===== src/llsf_pkg.sv =====
package llsf_pkg;

    // Fixed field widths of the sample and result transactions
    localparam int SAMPLE_W    = 16;
    localparam int RESULT_W    = 48;
    localparam int COUNT_OUT_W = 11;

    typedef struct packed {
        logic signed [SAMPLE_W-1:0] x_value;
        logic signed [SAMPLE_W-1:0] y_value;
        logic                       last_point;
    } t_sample;

    typedef struct packed {
        logic signed [RESULT_W-1:0] intercept;
        logic signed [RESULT_W-1:0] slope;
        logic                       singular;
        logic                       overflowed;
        logic [COUNT_OUT_W-1:0]     points_used;
    } t_fit_result;

endpackage


===== src/llsf_div.sv =====
module llsf_div #(
    parameter int NUM_W  = 87,
    parameter int FRAC_W = 16
) (
    input  logic                                  i_clk,
    input  logic                                  i_rst_n,
    input  logic                                  i_start,
    input  logic                                  i_neg,
    input  logic [NUM_W-1:0]                      i_num,
    input  logic [NUM_W-1:0]                      i_den,
    output logic                                  o_done,
    output logic signed [llsf_pkg::RESULT_W-1:0] o_quot
);
    import llsf_pkg::*;

    // Restoring divider, one quotient bit per cycle. The numerator magnitude
    // is fed MSB first, followed by FRAC_W zero bits for the fraction.
    localparam int STEPS = NUM_W + FRAC_W;
    localparam int CNT_W = $clog2(STEPS + 1);

    logic [NUM_W-1:0]    r_num;
    logic [NUM_W-1:0]    r_den;
    logic [NUM_W-1:0]    r_rem;
    logic [RESULT_W-1:0] r_q;
    logic                r_sticky;
    logic                r_neg;
    logic                r_run;
    logic                r_done;
    logic [CNT_W-1:0]    r_cnt;

    logic [NUM_W:0]      rem_sh;
    logic [NUM_W:0]      rem_diff;
    logic                fits;
    logic [NUM_W-1:0]    n_rem;
    logic                over;
    logic [RESULT_W-1:0] mag;

    assign rem_sh   = {r_rem, r_num[NUM_W-1]};
    assign rem_diff = rem_sh - {1'b0, r_den};
    assign fits     = (rem_sh >= {1'b0, r_den});
    assign n_rem    = fits ? rem_diff[NUM_W-1:0] : rem_sh[NUM_W-1:0];

    // Saturation: bits shifted past the top of r_q land in the sticky flag
    assign over = r_sticky
                | (r_neg ? (r_q[RESULT_W-1] & (|r_q[RESULT_W-2:0])) : r_q[RESULT_W-1]);
    assign mag  = over ? (r_neg ? {1'b1, {(RESULT_W-1){1'b0}}} : {1'b0, {(RESULT_W-1){1'b1}}})
                       : r_q;
    assign o_quot = $signed(r_neg ? (~mag + 1'b1) : mag);
    assign o_done = r_done;

    always_ff @(posedge i_clk) begin
        if (!i_rst_n) begin
            r_run  <= 1'b0;
            r_done <= 1'b0;
            r_cnt  <= '0;
        end else begin
            r_done <= r_run && (r_cnt == CNT_W'(1));
            if (i_start) begin
                r_run <= 1'b1;
                r_cnt <= CNT_W'(STEPS);
            end else if (r_run) begin
                r_cnt <= r_cnt - 1'b1;
                if (r_cnt == CNT_W'(1)) begin
                    r_run <= 1'b0;
                end
            end
        end
    end

    always_ff @(posedge i_clk) begin
        if (i_start) begin
            r_num    <= i_num;
            r_den    <= i_den;
            r_rem    <= '0;
            r_q      <= '0;
            r_sticky <= 1'b0;
            r_neg    <= i_neg;
        end else if (r_run) begin
            r_num    <= {r_num[NUM_W-2:0], 1'b0};
            r_rem    <= n_rem;
            r_q      <= {r_q[RESULT_W-2:0], fits};
            r_sticky <= r_sticky | r_q[RESULT_W-1];
        end
    end

endmodule


===== src/linear_least_squares_fit_core.sv =====
// Least-squares line fit over a stream of (x, y) samples. A sample transaction
// is taken when start is high and busy is low; each pair adds into running sums
// of x, y, x*y and x*x, with the products built bit-serially, so a pair that
// enters the sums keeps busy high until its products are in the sums. A pair
// arriving with the count already at MAX_POINTS is dropped and sets the
// overflow flag. The pair marked last_point triggers the fit: the three cross
// products are formed by a bit-serial multiplier per term, then two restoring
// dividers run side by side, one quotient bit per cycle. When the set is
// singular the dividers do not run, and a last pair dropped at capacity goes
// to the fit without forming its products. The result on o_result is flagged
// by o_result_valid, high for exactly one cycle; the receiver cannot hold it
// off, so it must capture it in that cycle. busy drops in that same cycle,
// and all sums, the count and the overflow flag are cleared for the next set.
module linear_least_squares_fit_core #(
    parameter int MAX_POINTS       = 1024,
    parameter int RESULT_FRAC_BITS = 16
) (
    input  logic                  i_clk,
    input  logic                  i_rst_n,
    input  logic                  start,
    output logic                  busy,
    input  llsf_pkg::t_sample     i_sample,
    output logic                  o_result_valid,
    output llsf_pkg::t_fit_result o_result
);
    import llsf_pkg::*;

    // Sum widths grow with the count so the running sums never wrap
    localparam int CNT_W     = $clog2(MAX_POINTS + 1);
    localparam int SUM1_W    = SAMPLE_W + CNT_W;
    localparam int SUM2_W    = 2 * SAMPLE_W + CNT_W;
    localparam int OPND_W    = SUM2_W;
    // Difference of two OPND_W x OPND_W products
    localparam int WIDE_W    = 2 * OPND_W + 1;
    localparam int BIT_W     = $clog2(OPND_W);
    localparam int NUM_LANES = 3;

    // One serial multiply lane per term of the fit
    localparam int LANE_DEN   = 0;  // n*Sxx - Sx*Sx
    localparam int LANE_SLOPE = 1;  // n*Sxy - Sx*Sy
    localparam int LANE_ICPT  = 2;  // Sxx*Sy - Sx*Sxy

    typedef enum logic [2:0] {
        S_IDLE,
        S_MAC,
        S_LOAD,
        S_PROD,
        S_ABS,
        S_DIV
    } t_state;

    // Control and running state
    t_state                    r_state, n_state;
    logic [CNT_W-1:0]          r_count, n_count;
    logic                      r_full, n_full;
    logic                      r_last, n_last;
    logic [BIT_W-1:0]          r_bit, n_bit;
    logic                      r_phase, n_phase;
    logic                      r_out_valid, n_out_valid;
    logic signed [SUM1_W-1:0]  r_sum_x, n_sum_x;
    logic signed [SUM1_W-1:0]  r_sum_y, n_sum_y;
    logic signed [SUM2_W-1:0]  r_sum_xy, n_sum_xy;
    logic signed [SUM2_W-1:0]  r_sum_xx, n_sum_xx;

    // Datapath shift registers
    logic signed [SUM2_W-1:0]   r_mac_mcand, n_mac_mcand;
    logic [SAMPLE_W-1:0]        r_mac_mult_y, n_mac_mult_y;
    logic [SAMPLE_W-1:0]        r_mac_mult_x, n_mac_mult_x;
    logic signed [WIDE_W-1:0]   r_mcand [NUM_LANES];
    logic signed [WIDE_W-1:0]   n_mcand [NUM_LANES];
    logic [OPND_W-1:0]          r_mult  [NUM_LANES];
    logic [OPND_W-1:0]          n_mult  [NUM_LANES];
    logic signed [WIDE_W-1:0]   r_acc   [NUM_LANES];
    logic signed [WIDE_W-1:0]   n_acc   [NUM_LANES];
    logic signed [WIDE_W-1:0]   lane_next [NUM_LANES];
    t_fit_result                r_out, n_out;

    // Operands of the fit, all at OPND_W
    logic signed [OPND_W-1:0] op_n;
    logic signed [OPND_W-1:0] op_sx;
    logic signed [OPND_W-1:0] op_sy;
    logic signed [OPND_W-1:0] op_sxy;
    logic signed [OPND_W-1:0] op_sxx;

    logic                     mac_msb;
    logic                     prod_msb;
    logic [SUM2_W-1:0]        mac_add_xy;
    logic [SUM2_W-1:0]        mac_add_xx;

    // Sign and magnitude ahead of the dividers
    logic                     den_zero;
    logic                     den_neg;
    logic [WIDE_W-1:0]        den_mag;
    logic [WIDE_W-1:0]        slope_mag;
    logic [WIDE_W-1:0]        icpt_mag;
    logic                     div_start;
    logic                     div_slope_done;
    logic                     div_icpt_done;
    logic signed [RESULT_W-1:0] quot_slope;
    logic signed [RESULT_W-1:0] quot_icpt;

    assign op_n   = $signed(OPND_W'(r_count));
    assign op_sx  = OPND_W'(r_sum_x);
    assign op_sy  = OPND_W'(r_sum_y);
    assign op_sxy = r_sum_xy;
    assign op_sxx = r_sum_xx;

    // Two's complement multiply: the top bit of the multiplier weighs negative
    assign mac_msb    = (r_bit == BIT_W'(SAMPLE_W - 1));
    assign prod_msb   = (r_bit == BIT_W'(OPND_W - 1));
    assign mac_add_xy = r_mac_mult_y[0] ? r_mac_mcand : '0;
    assign mac_add_xx = r_mac_mult_x[0] ? r_mac_mcand : '0;

    // Second product of each lane is subtracted, hence the phase term
    always_comb begin
        for (int l = 0; l < NUM_LANES; l++) begin
            if (r_phase ^ prod_msb) begin
                lane_next[l] = r_acc[l] - (r_mult[l][0] ? r_mcand[l] : '0);
            end else begin
                lane_next[l] = r_acc[l] + (r_mult[l][0] ? r_mcand[l] : '0);
            end
        end
    end

    assign den_zero  = (r_acc[LANE_DEN] == '0);
    assign den_neg   = r_acc[LANE_DEN][WIDE_W-1];
    assign den_mag   = den_neg ? (~r_acc[LANE_DEN] + 1'b1) : r_acc[LANE_DEN];
    assign slope_mag = r_acc[LANE_SLOPE][WIDE_W-1] ? (~r_acc[LANE_SLOPE] + 1'b1)
                                                   : r_acc[LANE_SLOPE];
    assign icpt_mag  = r_acc[LANE_ICPT][WIDE_W-1] ? (~r_acc[LANE_ICPT] + 1'b1)
                                                  : r_acc[LANE_ICPT];
    assign div_start = (r_state == S_ABS) && !den_zero;

    llsf_div #(
        .NUM_W  (WIDE_W),
        .FRAC_W (RESULT_FRAC_BITS)
    ) u_div_slope (
        .i_clk   (i_clk),
        .i_rst_n (i_rst_n),
        .i_start (div_start),
        .i_neg   (r_acc[LANE_SLOPE][WIDE_W-1] ^ den_neg),
        .i_num   (slope_mag),
        .i_den   (den_mag),
        .o_done  (div_slope_done),
        .o_quot  (quot_slope)
    );

    llsf_div #(
        .NUM_W  (WIDE_W),
        .FRAC_W (RESULT_FRAC_BITS)
    ) u_div_icpt (
        .i_clk   (i_clk),
        .i_rst_n (i_rst_n),
        .i_start (div_start),
        .i_neg   (r_acc[LANE_ICPT][WIDE_W-1] ^ den_neg),
        .i_num   (icpt_mag),
        .i_den   (den_mag),
        .o_done  (div_icpt_done),
        .o_quot  (quot_icpt)
    );

    always_comb begin
        n_state      = r_state;
        n_count      = r_count;
        n_full       = r_full;
        n_last       = r_last;
        n_bit        = r_bit;
        n_phase      = r_phase;
        n_out_valid  = 1'b0;
        n_sum_x      = r_sum_x;
        n_sum_y      = r_sum_y;
        n_sum_xy     = r_sum_xy;
        n_sum_xx     = r_sum_xx;
        n_mac_mcand  = r_mac_mcand;
        n_mac_mult_y = r_mac_mult_y;
        n_mac_mult_x = r_mac_mult_x;
        n_mcand      = r_mcand;
        n_mult       = r_mult;
        n_acc        = r_acc;
        n_out        = r_out;

        unique case (r_state)
            S_IDLE: begin
                if (start) begin
                    n_last = i_sample.last_point;
                    if (r_count < CNT_W'(MAX_POINTS)) begin
                        n_sum_x      = r_sum_x + SUM1_W'(i_sample.x_value);
                        n_sum_y      = r_sum_y + SUM1_W'(i_sample.y_value);
                        n_count      = r_count + 1'b1;
                        n_mac_mcand  = SUM2_W'(i_sample.x_value);
                        n_mac_mult_y = i_sample.y_value;
                        n_mac_mult_x = i_sample.x_value;
                        n_bit        = '0;
                        n_state      = S_MAC;
                    end else begin
                        // dropped pair; its last mark still closes the set
                        n_full = 1'b1;
                        if (i_sample.last_point) begin
                            n_state = S_LOAD;
                        end
                    end
                end
            end

            S_MAC: begin
                // x*y and x*x, one multiplier bit per cycle, straight into the sums
                n_sum_xy     = mac_msb ? r_sum_xy - mac_add_xy : r_sum_xy + mac_add_xy;
                n_sum_xx     = mac_msb ? r_sum_xx - mac_add_xx : r_sum_xx + mac_add_xx;
                n_mac_mcand  = {r_mac_mcand[SUM2_W-2:0], 1'b0};
                n_mac_mult_y = {1'b0, r_mac_mult_y[SAMPLE_W-1:1]};
                n_mac_mult_x = {1'b0, r_mac_mult_x[SAMPLE_W-1:1]};
                n_bit        = r_bit + 1'b1;
                if (mac_msb) begin
                    n_state = r_last ? S_LOAD : S_IDLE;
                end
            end

            S_LOAD: begin
                n_mcand[LANE_DEN]   = WIDE_W'(op_n);
                n_mult[LANE_DEN]    = op_sxx;
                n_mcand[LANE_SLOPE] = WIDE_W'(op_n);
                n_mult[LANE_SLOPE]  = op_sxy;
                n_mcand[LANE_ICPT]  = WIDE_W'(op_sy);
                n_mult[LANE_ICPT]   = op_sxx;
                for (int l = 0; l < NUM_LANES; l++) begin
                    n_acc[l] = '0;
                end
                n_bit   = '0;
                n_phase = 1'b0;
                n_state = S_PROD;
            end

            S_PROD: begin
                n_acc = lane_next;
                for (int l = 0; l < NUM_LANES; l++) begin
                    n_mcand[l] = {r_mcand[l][WIDE_W-2:0], 1'b0};
                    n_mult[l]  = {1'b0, r_mult[l][OPND_W-1:1]};
                end
                n_bit = r_bit + 1'b1;
                if (prod_msb) begin
                    n_bit = '0;
                    if (!r_phase) begin
                        // second product of each lane, subtracted
                        n_phase             = 1'b1;
                        n_mcand[LANE_DEN]   = WIDE_W'(op_sx);
                        n_mult[LANE_DEN]    = op_sx;
                        n_mcand[LANE_SLOPE] = WIDE_W'(op_sx);
                        n_mult[LANE_SLOPE]  = OPND_W'(op_sy);
                        n_mcand[LANE_ICPT]  = WIDE_W'(op_sx);
                        n_mult[LANE_ICPT]   = op_sxy;
                    end else begin
                        n_state = S_ABS;
                    end
                end
            end

            S_ABS: begin
                if (den_zero) begin
                    // fewer than two distinct x values
                    n_out.intercept   = '0;
                    n_out.slope       = '0;
                    n_out.singular    = 1'b1;
                    n_out.overflowed  = r_full;
                    n_out.points_used = COUNT_OUT_W'(r_count);
                    n_out_valid       = 1'b1;
                    n_count           = '0;
                    n_full            = 1'b0;
                    n_sum_x           = '0;
                    n_sum_y           = '0;
                    n_sum_xy          = '0;
                    n_sum_xx          = '0;
                    n_state           = S_IDLE;
                end else begin
                    n_state = S_DIV;
                end
            end

            S_DIV: begin
                if (div_slope_done && div_icpt_done) begin
                    n_out.intercept   = quot_icpt;
                    n_out.slope       = quot_slope;
                    n_out.singular    = 1'b0;
                    n_out.overflowed  = r_full;
                    n_out.points_used = COUNT_OUT_W'(r_count);
                    n_out_valid       = 1'b1;
                    n_count           = '0;
                    n_full            = 1'b0;
                    n_sum_x           = '0;
                    n_sum_y           = '0;
                    n_sum_xy          = '0;
                    n_sum_xx          = '0;
                    n_state           = S_IDLE;
                end
            end

            default: begin
                n_state = S_IDLE;
            end
        endcase
    end

    always_ff @(posedge i_clk) begin
        if (!i_rst_n) begin
            r_state     <= S_IDLE;
            r_count     <= '0;
            r_full      <= 1'b0;
            r_last      <= 1'b0;
            r_bit       <= '0;
            r_phase     <= 1'b0;
            r_out_valid <= 1'b0;
            r_sum_x     <= '0;
            r_sum_y     <= '0;
            r_sum_xy    <= '0;
            r_sum_xx    <= '0;
        end else begin
            r_state     <= n_state;
            r_count     <= n_count;
            r_full      <= n_full;
            r_last      <= n_last;
            r_bit       <= n_bit;
            r_phase     <= n_phase;
            r_out_valid <= n_out_valid;
            r_sum_x     <= n_sum_x;
            r_sum_y     <= n_sum_y;
            r_sum_xy    <= n_sum_xy;
            r_sum_xx    <= n_sum_xx;
        end
    end

    always_ff @(posedge i_clk) begin
        r_mac_mcand  <= n_mac_mcand;
        r_mac_mult_y <= n_mac_mult_y;
        r_mac_mult_x <= n_mac_mult_x;
        r_mcand      <= n_mcand;
        r_mult       <= n_mult;
        r_acc        <= n_acc;
        r_out        <= n_out;
    end

    assign busy           = (r_state != S_IDLE);
    assign o_result_valid = r_out_valid;
    assign o_result       = r_out;

endmodule


===== config.mk =====
export PLATFORM = sky130hd
export DESIGN_NAME = linear_least_squares_fit_core
export DESIGN_NICKNAME = d
export VERILOG_FILES = /design/src/llsf_pkg.sv /design/src/llsf_div.sv /design/src/linear_least_squares_fit_core.sv
export SDC_FILE = /design/constraint.sdc
export NUM_CORES = 2
export LEC_CHECK = 0
export BUFFER_PORTS_ARGS = -buffer_cell sky130_fd_sc_hd__clkbuf_2
export CELL_PAD_IN_SITES_DETAIL_PLACEMENT = 1
export CELL_PAD_IN_SITES_GLOBAL_PLACEMENT = 1
export CORE_MARGIN = 3
export CORE_UTILIZATION = 54
export DETAILED_ROUTE_END_ITERATION = 12
export PLACE_DENSITY_LB_ADDON = 0.1
export SLEW_MARGIN = 20
export SYNTH_ARGS = -nofsm -noshare
export SYNTH_HDL_FRONTEND = slang
export SYNTH_SLANG_ARGS = --single-unit

===== constraint.sdc =====
create_clock -name i_clk -period 43.7 [get_ports i_clk]
set_input_delay 10.925 -clock i_clk [delete_from_list [all_inputs] [get_ports i_clk]]
set_output_delay 10.925 -clock i_clk [all_outputs]
set_load 0.01 [all_outputs]

Word-level counts from Yosys, hierarchy flattened
Index checks and enable logic that the tools add are counted.
{ "classes": {"reduce_logical": 28, "n_mux": 97, "eq_ne": 18, "magnitude_cmp": 3, "addsub": 23, "n_bitwise": 15} }
{ "ops": {"columns": ["cell", "n"], "rows": [
  ["87-bit 2-to-1 mux", 14],
  ["261-bit case mux with 2 select lines", 2],
  ["261-bit 2-to-1 mux", 2],
  ["87-bit subtractor", 5],
  ["43-bit 2-to-1 mux", 8],
  ["48-bit 2-to-1 mux", 6],
  ["87-bit by 1-bit adder with 87-bit output, second input constant", 3],
  ["87-bit adder", 3],
  ["87-bit inverter", 3],
  ["129-bit 2-to-1 mux", 2],
  ["129-bit case mux with 2 select lines", 1],
  ["43-bit case mux with 3 select lines", 2],
  ["109-bit 2-to-1 mux", 2],
  ["109-bit case mux with 2 select lines", 1],
  ["88-bit by 87-bit >= comparator with 1-bit output", 2],
  ["27-bit 2-to-1 mux", 6],
  ["27-bit case mux with 3 select lines", 2],
  ["48-bit by 1-bit adder with 48-bit output, second input constant", 2],
  ["48-bit inverter", 2],
  ["47-bit OR reduction", 2],
  ["87-bit zero test", 1],
  ["43-bit adder", 2],
  ["86-bit 2-to-1 mux", 1],
  ["43-bit case mux with 2 select lines", 1],
  ["42 further kinds", 109]
]} }
{ "word_totals": {"elab_cells": 232, "input_bits": 36, "output_inout_bits": 111, "reg_bits": 1552} }

Depth between registers and ports, before layout
{ "logic_depth": {"word_depth": 10, "mapped_depth": 28, "ltp_nobuf": 24} }

Modules after synthesis
A second synthesis with hierarchy kept.
{ "hier_totals": {"cells_unflattened": 13234, "hier_area_um2": 112828.2} }
{ "modules_own_cells": {"columns": ["module", "cells_each", "seq_area_each_um2", "n_inst", "area_each_um2"], "rows": [
  ["linear_least_squares_fit_core", 8688, 25744.7, 1, 72539.6],
  ["llsf_div at u_div_icpt", 2273, 8157.8, 1, 20200.6],
  ["llsf_div at u_div_slope", 2273, 8157.8, 1, 20088.0]
]} }

Least setup slack after synthesis
OpenSTA, ideal clock, no wires.
{ "synth_path": {"kind": "register -> register", "start": "reg r_state[1]", "end": "reg r_mcand[27] in the netlist's numbering, data pin", "stages_incl_launch_ff": 10, "t_required_ns": 43.570, "setup_time_ns": 0.130, "path_buffers": 4, "period_less_slack_ns": 18.243, "path_slack_ns": 25.457, "t_arrival_ns": 18.113, "cell_sequence": "dfxtp_1 nor2b_1 clkbuf_1 and2_1 and3_1 clkbuf_1 a21o_1 clkbuf_1 clkbuf_1 a21o_1"} }
{ "synth_lines": {"columns": ["item", "line_no", "source"], "rows": [
  ["start: declaration", "linear_least_squares_fit_core.sv:53", "t_state r_state, n_state;"],
  ["start signal: assignment", "linear_least_squares_fit_core.sv:316", "r_state <= n_state;"],
  ["end signal: assignment", "linear_least_squares_fit_core.sv:334", "r_mcand <= n_mcand;"],
  ["end: declaration", "linear_least_squares_fit_core.sv:69", "logic signed [WIDE_W-1:0] r_mcand [NUM_LANES];"]
]} }

Worst setup path after layout
{ "layout_path": {"start": "in i_sample[2] in the netlist's numbering", "end": "reg r_sum_y[25]"} }
{ "layout_between": {"elab_chain_len": 4} }
{ "layout_rtl": {"columns": ["item", "line_no", "source"], "rows": [
  ["start: declaration", "linear_least_squares_fit_core.sv:22", "input llsf_pkg::t_sample i_sample,"],
  ["27-bit by 16-bit adder with 27-bit output", "linear_least_squares_fit_core.sv:188", "n_sum_y = r_sum_y + SUM1_W'(i_sample.y_value);"],
  ["27-bit 2-to-1 mux", "linear_least_squares_fit_core.sv:186", "if (r_count < CNT_W'(MAX_POINTS)) begin"],
  ["27-bit 2-to-1 mux", "linear_least_squares_fit_core.sv:184", "if (start) begin"],
  ["27-bit case mux with 3 select lines", "linear_least_squares_fit_core.sv:182", "unique case (r_state)"],
  ["end signal: assignment", "linear_least_squares_fit_core.sv:324", "r_sum_y <= n_sum_y;"],
  ["end: declaration", "linear_least_squares_fit_core.sv:61", "logic signed [SUM1_W-1:0] r_sum_y, n_sum_y;"]
]} }
Every way passes these cells. The select of a mux whose other input is x is not followed.
A chain may end at the register's enable or synchronous reset.

==> out/metrics.yaml <==
outcome: "completed"
dr.pass1.iters: 6
drt-vias-per-instance: 6.550
avgRoutedWirePerCell_um: 24.49
fin_util: 0.5858
skew_ps: 42.57
die-area_mm2: 0.2038
path_buf_inv: 1
synth_seq_cells: 1465
grt_max_degree: 204
ys_seq_area_frac: 0.3682
die_h_um: 451.4
hp-class: "flop to flop"
regArea_mm2: 0.03946
worst_pin_slew_ps: 1146
io_buffers: 146
netlist_top_cells_count: "nand2_1, nor2_1, a21oi_1"
core_area_mm2: 0.1960
ir_worst_vdd_mv: 0.04014
postCtsResizedCells: 0
crit_type: "input port to flop"
tritoncts: "built"
cap_violations: 0
drc: 0
synthArstFlopShare: 0
synth_cell_types: 101
htree_levels: 4
fmax_ghz: 0.07292
synth_edf_count: 1011
numCtsBuffers: 174
fp.dieW_um: 451.4
setup-violations-final: 0
setup_tns_ps: 0
syn_to_final_growth_pct: 7.177
cp_data_arrival_time_ps: 14400
initial_core_util: 0.5466
postCtsSetupBuffers: 0
cts_root_buf: "clkbuf_16"
synthFlopType: "edfxtp_1"
top_usage_layer: "met2"
postRouteAntennaNets: 0
finalCriticalPeriod_ps: 13710
rsz0062_at_grt: "no"
netlist.area_leader.share: 0.2834
routabilityCongestion: 0.9269
clk_latency_ps: 860
synth_most_common_cell: "nand2_1"
vias: 99244
postCtsHoldBufs: 0
io-pin-count: 147
grt_overflow: 0
avgSynthCellArea_um2: 8.363
clock_path_buffers: 3
grt_use_met2: 0.5992
pre_cts_slack_ps: 29170
synthesis.nets: 13441
syn_inst: 12811
yosysTopAreaCell: "edfxtp_1"
maxSlewHeadroom: 0.2292
power.density_mw_per_mm2: 45.27
startpoint_type: "input port"
track_usage: 0.3524
antenna_found_initial: 9
leakagePower_nw: 45.48
cp-end-kind: "flop"
critPathTopFamily: "compound AO/OA/AOI/OAI gates"
grt_pass1_vias: 101823
drt_iter0_drc: 9060
crit_path_top_delay_cell: "a2111oi_0"
multi_input_area_mm2: 0.06346
worstPathMaxFanout: 3
cts.clk_slew.worst_paths_ps: 60
finalHoldViolCount: 0
grt_use_met3: 0.04266
cpPeakStageDelay_ps: 570
wl_um: 371000
rows: 162
cts_sinks: 1465
nNetsFinal: 13005
grtUsageMet1: 0.4568
fillers: 23139
ys_warn_count: 0
syn-cell-area_mm2: 0.1071
cpMostUsedCell: "a21o_1"
finalWorstSetupSlack_ps: 29990
maxSlewViolCount: 0
holdWs_ps: 480.2
cp_cell_sequence: "clkbuf_2, ha_1, a21o_1, a21o_1, a2111oi_0, o21ai_0, nand3_1, a21boi_0, o31a_1, a221o_1, a21o_1, a31oi_1, xor2_1, o21ai_0"
grt_pass1_wl_um: 582400
critPathRequiredTime_ps: 44390
drive_gt1_frac: 0.05445
synthTopCellsByArea: "edfxtp_1, dfxtp_1, ha_1, nand2_1, a21oi_1"
post-route-period-util: 0.3138
dp_hpwl_um: 268700
## placed cells by master (no fill, tap or decap), drive strengths merged, types with 309 or more instances in the layout
cell / netlist / final
nand2: 1610 / 1610
nor2: 1327 / 1327
a21oi: 1167 / 1167
edfxtp: 1011 / 1011
o21ai: 987 / 987
ha: 585 / 585
a21o: 542 / 542
xor2: 505 / 505
xnor2: 486 / 486
dfxtp: 454 / 454
clkbuf: 770 / 377
inv: 303 / 309
## final timing paths
kind | start | to | slack (ps) | depth (start not counted)
worst max register to register | r_mcand[31] | r_acc[84] | 35130 | 23
worst min register to register | r_sum_x[7] | r_sum_x[7] | 480 | 2
worst max-delay path | i_sample[2] | r_sum_y[25] | 29990 | 14
worst min-delay path | r_sum_x[7] | r_sum_x[7] | 480 | 2
## logic make-up (layout without fill, tap and decap cells)
kind of cell	after synthesis	count (layout)	share of synthesized area
adder cells (fa/ha/maj)	594	594	0.07000
AO/OA/AOI/OAI	4002	4002	0.2334
flip-flops	1465	1465	0.3682
AND/OR/NAND/NOR	4390	4390	0.1863
other	0	2	0
buffers and inverters	1155	870	0.04097
XOR/XNOR	991	991	0.08102
multiplexers	214	214	0.02016
## worst reg2reg max path: cells and delay by family (launching register included)
kind	cells	cell delay (ps)
DFF	1	470
adders and majority gates	1	330
xor gates and xnor gates	1	210
AOI/OAI and AO/OA	13	4510
and+or+nand+nor	7	2530
buffers and inverters	1	250
## where the power goes
group | internal [mW] | total, mW | switching [mW] | leakage [nW]
registers | 1.64 | 1.81 | 0.170 | 13.0
clock network | 0.889 | 1.53 | 0.645 | 2.88
logic | 0.719 | 1.85 | 1.13 | 29.6
## flip-flops by register name, indices dropped and copies added, names as in the netlist, 43 cells and up
name               cells
u_div_slope.r_num     87
op_sxx                43
u_div_icpt.r_rem      87
r_acc                260
u_div_slope.r_rem     87
r_mcand              174
op_sxy                43
r_mac_mcand           43
o_result             109
u_div_icpt.r_q        48
u_div_icpt.r_num      87
r_mult               129
u_div_slope.r_q       48
u_div_icpt.r_den      87
## through the flow
stage          instances  power, mW  cell area, um^2
2_1_floorplan      12811      3.159           107100
3_3_place_gp       14823      3.548           108900
3_5_place_dp       14823      3.633           108900
4_1_cts            15150      5.180           114800
5_1_grt            15152      5.474           114800
6_report           15152      5.198           114800
## cell type report
class | count | area share
Antenna cell | 2 | 0.00004359
Clock buffer | 231 | 0.04241
Clock inverter | 96 | 0.009284
Inverter | 304 | 0.01005
Multi-Input combinational cell | 10191 | 0.5527
Sequential cell | 1465 | 0.3436
Tap cell | 2624 | 0.02859
Timing Repair Buffer | 239 | 0.01335
## layer usage
layer	vias up	wire, um
li1	45718	-
met1	49523	156400
met2	3247	178000
met3	752	20810
met4	4	15850
met5	-	23
Power figures use the tool's default switching activity.
